### config.mk
export PLATFORM = sky130hd
export DESIGN_NAME = bsc_tail
export DESIGN_NICKNAME = d
export VERILOG_FILES = /design/src/rtl/barometric_sensor_compensation_core_assert.svh /design/src/rtl/bsc_pkg.sv /design/src/rtl/bsc_tail.sv
export SDC_FILE = /design/constraint.sdc
export NUM_CORES = 2
export LEC_CHECK = 0
export ABC_AREA = 1
export BUFFER_PORTS_ARGS = -buffer_cell sky130_fd_sc_hd__buf_2
export CORE_ASPECT_RATIO = 1.75
export CORE_MARGIN = 1.5
export CORE_UTILIZATION = 30
export DETAILED_ROUTE_END_ITERATION = 8
export SLEW_MARGIN = 20
export SYNTH_ARGS = -nofsm -noshare
export SYNTH_HDL_FRONTEND = slang
export SYNTH_SLANG_ARGS = --single-unit
### constraint.sdc
create_clock -name aclk -period 13.02 [get_ports aclk]
set_clock_uncertainty 0.15 [all_clocks]
set_input_delay 2.604 -clock aclk [delete_from_list [all_inputs] [get_ports aclk]]
set_output_delay 2.604 -clock aclk [all_outputs]
set_load 0.01 [all_outputs]
### src/rtl/barometric_sensor_compensation_core_assert.svh
// assertion macros for the compensation core
`ifndef BAROMETRIC_SENSOR_COMPENSATION_CORE_ASSERT_SVH
`define BAROMETRIC_SENSOR_COMPENSATION_CORE_ASSERT_SVH

// same-cycle implication, checked out of reset
`define BSC_ASSERT_NOW(name, ante, cons, msg) \
    name: assert property (@(posedge aclk) disable iff (!aresetn) (ante) |-> (cons)) \
        else $error(msg);

// next-cycle implication, checked out of reset
`define BSC_ASSERT_NEXT(name, ante, cons, msg) \
    name: assert property (@(posedge aclk) disable iff (!aresetn) (ante) |=> (cons)) \
        else $error(msg);

`endif

### src/rtl/bsc_pkg.sv
// shared types and constants of the compensation core
package bsc_pkg;

    localparam int DIV_STEPS = 32;

    localparam logic [31:0] C_B6_OFS   = 32'd4000;
    localparam logic [31:0] C_B4_OFS   = 32'd32768;
    localparam logic [31:0] C_B7_SCALE = 32'd50000;
    localparam logic [31:0] C_P_K1     = 32'd1519;
    localparam logic [31:0] C_P_K2     = 32'd7357;
    localparam logic [31:0] C_P_K3     = 32'd3791;
    localparam logic [31:0] C_P_MAX    = 32'd262143;

    typedef enum logic [2:0] {
        REG_AC1  = 3'd0,
        REG_AC2  = 3'd1,
        REG_AC3  = 3'd2,
        REG_AC456 = 3'd3,
        REG_B1B2 = 3'd4,
        REG_MCMD = 3'd5,
        REG_OSS  = 3'd6
    } reg_idx_t;

    typedef struct packed {
        logic [15:0] ac1;
        logic [15:0] ac2;
        logic [15:0] ac3;
        logic [15:0] ac4;
        logic [15:0] ac5;
        logic [15:0] ac6;
        logic [15:0] b1;
        logic [15:0] b2;
        logic [15:0] mc;
        logic [15:0] md;
        logic [1:0]  oss;
    } coef_t;

    // sideband carried through a divider
    typedef struct packed {
        logic        err;
        logic        neg;
        logic [31:0] a;
        logic [18:0] up;
        logic [15:0] t;
    } side_t;

    typedef struct packed {
        logic        valid;
        logic        err;
        logic [15:0] t;
        logic [31:0] b6;
        logic [18:0] up;
    } temp_item_t;

    typedef struct packed {
        logic        valid;
        logic        err;
        logic [15:0] t;
        logic [31:0] b7;
        logic [31:0] b4;
    } press_item_t;

    typedef struct packed {
        logic        valid;
        logic        err;
        logic [15:0] t;
        logic [31:0] pp;
    } pp_item_t;

    typedef struct packed {
        logic        valid;
        logic        err;
        logic [15:0] t;
        logic [17:0] p;
    } res_t;

endpackage

### src/rtl/bsc_tail.sv
// final pressure correction and clamping
module bsc_tail import bsc_pkg::*; (
    input  logic     aclk,
    input  logic     aresetn,
    input  logic     en,
    input  pp_item_t in_item,
    output res_t     res
);

    logic        v9_reg, e9_reg;
    logic [15:0] t9_reg;
    logic [31:0] pp9_reg, sqx_reg, m7_reg;
    logic [31:0] x1s;

    logic        v10_reg, e10_reg;
    logic [15:0] t10_reg;
    logic [31:0] pp10_reg, a_reg, x2_reg;

    logic [31:0]        a_s, sum, sum_s;
    logic signed [31:0] p;
    logic [17:0]        p_clamped;

    assign x1s = $signed(in_item.pp) >>> 8;

    always_ff @(posedge aclk) begin
        if (!aresetn) begin
            v9_reg  <= 1'b0;
            v10_reg <= 1'b0;
        end else if (en) begin
            v9_reg  <= in_item.valid;
            v10_reg <= v9_reg;
        end
    end

    always_ff @(posedge aclk) begin
        if (en) begin
            e9_reg   <= in_item.err;
            t9_reg   <= in_item.t;
            pp9_reg  <= in_item.pp;
            sqx_reg  <= x1s * x1s;
            m7_reg   <= 32'd0 - C_P_K2 * in_item.pp;

            e10_reg  <= e9_reg;
            t10_reg  <= t9_reg;
            pp10_reg <= pp9_reg;
            a_reg    <= sqx_reg * C_P_K1;
            x2_reg   <= $signed(m7_reg) >>> 16;
        end
    end

    // arithmetic shifts kept in their own assignments so the sums stay unsigned
    assign a_s   = $signed(a_reg) >>> 15;
    assign sum   = a_s + x2_reg + C_P_K3;
    assign sum_s = $signed(sum) >>> 4;
    assign p     = $signed(pp10_reg + sum_s);

    always_comb begin
        if (p < 0) begin
            p_clamped = '0;
        end else if (p > $signed(C_P_MAX)) begin
            p_clamped = C_P_MAX[17:0];
        end else begin
            p_clamped = p[17:0];
        end
    end

    assign res.valid = v10_reg;
    assign res.err   = e10_reg;
    assign res.t     = e10_reg ? 16'd0 : t10_reg;
    assign res.p     = e10_reg ? 18'd0 : p_clamped;

endmodule

* Word level (Yosys, flattened, before mapping)
Cells that the tools add are included.
** Word-level totals
- Bits in registers :: 212
- Input bits :: 53
- Output and inout bits :: 36
- Logic and storage cells :: 25
** Cells by class
- $add $sub $neg :: 4
- Multiply operators :: 3
- $lt $le $gt $ge :: 2
- Muxes and demuxes :: 4
** Operators by type and width (number)
- $mux 18 :: 3
- $add 32x32->32 :: 1
- $gt 32x19->1 const B :: 1
- $lt 32x1->1 const B :: 1
- $mul 13x32->32 const A :: 1
- $mul 24x24->32 :: 1
- $mul 32x11->32 const B :: 1
- $sub 1x32->32 const A :: 1
- $add 18x13->19 const B :: 1
- $add 17x16->18 :: 1
- $mux 16 :: 1

* Depth between registers and ports, before layout
- Depth after elaboration :: 7
- Gate-level depth with buffers :: 33
- Gate-level depth less buffers :: 32

* Worst setup path after synthesis
No wires, ideal clock.
- Path type :: input to register
- Start point :: input port in_item[19] (netlist name)
- End point :: register sqx_reg[28] (data pin)
- Setup time :: 258 ps
- Arrival :: 8270 ps
- Data required time :: 12612 ps
- Setup slack :: 4342 ps
- Stages :: 24
- Path buffers :: 2
- Cells stage by stage :: buf_2 -> buf_1 -> inv_1 -> fa_1 -> inv_1 -> fa_1 -> inv_1 -> fa_1 -> inv_1 -> fa_1 -> inv_1 -> fa_1 -> fa_1 -> inv_1 -> fa_1 -> ha_1 -> nand2_1 -> nor4_1 -> nand4_1 -> nand3_1 -> nand3_1 -> nand2_1 -> a31oi_1 -> xnor2_1
** Between the ends
- Longest elaborated chain between the ends :: 1
** Ends and longest elaborated chain
- start, declared :: line bsc_tail.sv:6 : input pp_item_t in_item,
- $mul 24x24->32 :: line bsc_tail.sv:40 : sqx_reg <= x1s * x1s;
- end signal, assigned :: line bsc_tail.sv:40
- end, declared :: line bsc_tail.sv:12 : logic [31:0] pp9_reg, sqx_reg, m7_reg;
No other way between the ends.
A chain may end at the register's enable or synchronous reset.

* Worst setup path in the final report
- Start point :: input port in_item[16] (netlist name)
- End point :: register sqx_reg[29] (data pin)
The elaborated chain is that of the path after synthesis.

==> metrics.log <==
INFO  metric cts-htree-levels = 4
INFO  metric grt_max_degree = 67
INFO  metric cell_chain_of_the_critical_path = buf_2 -> inv_1 -> fa_1 -> inv_1 -> fa_1 -> fa_1 -> inv_1 -> fa_1 -> fa_1 -> inv_1 -> fa_1 -> fa_1 -> ha_1 -> a21oi_1 -> o21ai_0 -> a21oi_1 -> nand3_1 -> a21oi_1 -> o21ai_0 -> xor2_1
INFO  metric all_layer_global_routing_usage = 15.3%
INFO  metric post-synth-top-count-cell = inv_1
INFO  metric fin_crit_share = 68.2%
INFO  metric synth.avg_cell_area = 9.58 um^2
INFO  metric drv.max_cap_violation_count = 0
INFO  metric crit_buf_inv = 5
INFO  metric synth_flop_cell = edfxtp_1
INFO  metric r2r_setup_slack = 7180 ps
INFO  metric total_nets_final = between 4,000 and 5,000
INFO  metric clock_latency = 480 ps
INFO  metric num-fill-cells = 11,826
INFO  metric crit_path_max_incr_delay = between 600 and 700 ps
INFO  metric overflow = 0
INFO  metric floorplan.initialDensity = 30.2%
INFO  metric route.vias.total = 22,967
INFO  metric number_of_enable_flip_flop_cells_after_synthesis = around 180
INFO  metric synth-async-reset-ratio = 0%
INFO  metric routed_wl = between 80 and 90 mm
INFO  metric post_synth_main_area_contributors = fa_1 (39%), edfxtp_1 (15%), ha_1 (15%), inv_1 (12%), nand2_1 (5.6%)
INFO  metric ys_seq_elements = between 150 and 200
INFO  metric antenna_violations_before_repair = 0
INFO  metric utilization_after_layout = 32.6%
INFO  metric maxSlewHeadroom = 39.1%
INFO  metric timing.hold.worst.class = reg2reg
INFO  metric timing.setup.critical_path_class = in2reg
INFO  metric die-area = around 120,000 um^2
INFO  metric cp_data_arrival_time = a little under 9000 ps
INFO  metric maxSlewViolCount = 0
INFO  metric cp_max_fo = 29
INFO  metric timing.critical_path.from_type = input pin
INFO  metric placement_rows = around 160
INFO  metric drive_above_1_share = 5.08%
INFO  metric numCtsBuffers = 17
INFO  metric path_clk_slew = 70 ps
INFO  metric grt_pass1_vias = 26,057
INFO  metric setup_viol = 0
INFO  metric tritoncts_num_sinks = 179
INFO  metric synth_area_leader_cell = fa_1
INFO  metric cp_common_cell = fa_1
INFO  metric setup.worst_path.end_class = flop
INFO  metric worst_pin_slew = 914 ps
INFO  metric remaining_antenna_violation_count = 0
INFO  metric clockRootBuffer = clkbuf_16
INFO  metric synthesis.area = about 34,000 um^2
INFO  metric hold_violations = 0
INFO  metric cts_post_setup_buffers_inserted = 0
INFO  metric worst_path_dominant_cell_family = adder cells
INFO  metric antenna_cells_inserted = 0
INFO  metric place.port_buffers = 88
INFO  metric min_tclk_post_route = just under 9000 ps
INFO  metric reg2regPathDepth = 17
INFO  metric status = completed
INFO  metric setup-tns-final = 0 ps
INFO  metric route.detailed.drc = 0
INFO  metric wl_per_cell = 16.4 um
INFO  metric floorplan.die.height = approximately 450 um
INFO  metric gp_routability_congestion = between 0.9 and 1
INFO  metric syn-instance-count = 3,587
INFO  metric synth_largest_type_area_fraction = 38.7%
INFO  metric fmax = 113 MHz
INFO  metric vias_per_cell = 4.46
INFO  metric tritoncts = built
INFO  metric synthToLayoutAreaGrowth = 7.96%
INFO  metric dp.final_hpwl = 72.3 mm
INFO  metric grt_setup_unrepaired = false
INFO  metric cp_data_required_time = 13,090 ps
INFO  metric dr.first_iter.drc_count = 1,007
INFO  metric synth_sequential_area_ratio = 15.6%
INFO  metric grt_pass1_wl = 137 mm
INFO  metric synth_top_cells_by_count = inv_1 (1,095), fa_1 (665), nand2_1 (515)
INFO  metric boundaryPins = 89
INFO  metric cts-resized-gates = 0
INFO  metric die_x = 259 um
INFO  metric firstDrtPassIters = 7
INFO  metric yosysWarnings = 0
INFO  metric min_delay_path_depth = 0
INFO  metric hold_buffer_count_at_cts = 0
INFO  metric yosysUniqueCellTypes = 54
INFO  metric clock_tree.buffer_depth = 2
INFO  metric design.core.area = 114,000 um^2
INFO  metric critical_path_cell_count = 20
INFO  metric crit_slowest_cell = fa_1
[worst paths after layout]
path / startpoint / to
min reg2reg: m7_reg[25]$_DFFE_PP_ / x2_reg[9]$_DFFE_PP_
max reg2reg: sqx_reg[7]$_DFFE_PP_ / a_reg[28]$_DFFE_PP_
max: in_item[16] / sqx_reg[29]$_DFFE_PP_
min: m7_reg[25]$_DFFE_PP_ / x2_reg[9]$_DFFE_PP_
[placed cells by master (no fill, tap or decap), types with 3 or more instances in the layout]
cell / n
a21oi_2: 15
nand2_1: 515
o21ai_1: 5
nand4_1: 22
xnor2_1: 78
inv_1: 1095
ha_1: 420
a21boi_0: 3
o211ai_1: 6
nand2_4: 3
o31ai_1: 3
nand3_1: 45
nand3b_1: 5
a31oi_1: 5
xor2_1: 80
nor2_2: 7
nor4_1: 10
nor2_1: 100
edfxtp_1: 177
a21o_1: 8
a211oi_1: 3
o21a_1: 3
fa_1: 665
buf_2: 87
o221ai_1: 3
a21oi_1: 133
bufinv_16: 4
inv_6: 4
o21ai_0: 56
nand3_2: 4
o21bai_1: 12
nor3_1: 6
nor2_4: 6
nand2_2: 9
inv_2: 13
conb_1: 3
clkbuf_1: 3
or2_2: 3
clkbuf_16: 17
[worst register-to-register path: cells and delay by family (launching register included)]
family / cells / cell delay [ps]
DFF: 1 / 680
buffers and inverters: 2 / 90
adders and majority gates: 6 / 2950
and+or+nand+nor: 2 / 150
xor gates and xnor gates: 1 / 150
AOI/OAI and AO/OA: 6 / 1420
[cell families after synthesis]
group | synth area share, %
xor+xnor | 4.07
flops | 15.6
simple gates | 9.07
compound gates | 4.46
fa+ha+maj | 54.0
other cells | 0.0109
buf+inv | 12.8
[final cells by class]
cell class / instances / area [um^2] / area share [%]
timing repair buffer: 90 / 462 / 1.24
clock buffer: 20 / 437 / 1.18
tap: 1494 / 1870 / 5.04
sequential: 179 / 5360 / 14.4
multi-input combinational: 2252 / 24600 / 66.4
clock inverter: 12 / 194 / 0.523
inverter: 1108 / 4160 / 11.2
[metal layers]
layer | share of wire (%) | GRT usage, %
met4 | 6.5 | 8.98
met2 | 56 | 29.6
met5 | 0 | 0
met3 | 2.5 | 1.36
met1 | 35 | 15.6
[per-stage QoR]
stage          cell area [um^2]  worst slack, ps  cells  hold slack [ps]
5_1_grt                   37100             3840   5155              273
2_1_floorplan             34400             4340   3589              250
6_report                  37100             4140   5155              264
3_5_place_dp              36500             3630   5123              255
3_3_place_gp              36500             3660   5123              251
4_1_cts                   37100             4150   5155              267
Power is left out: the tool's default activity adds up to more than one toggle a clock period on the data nets, which glitch-free logic cannot reach.
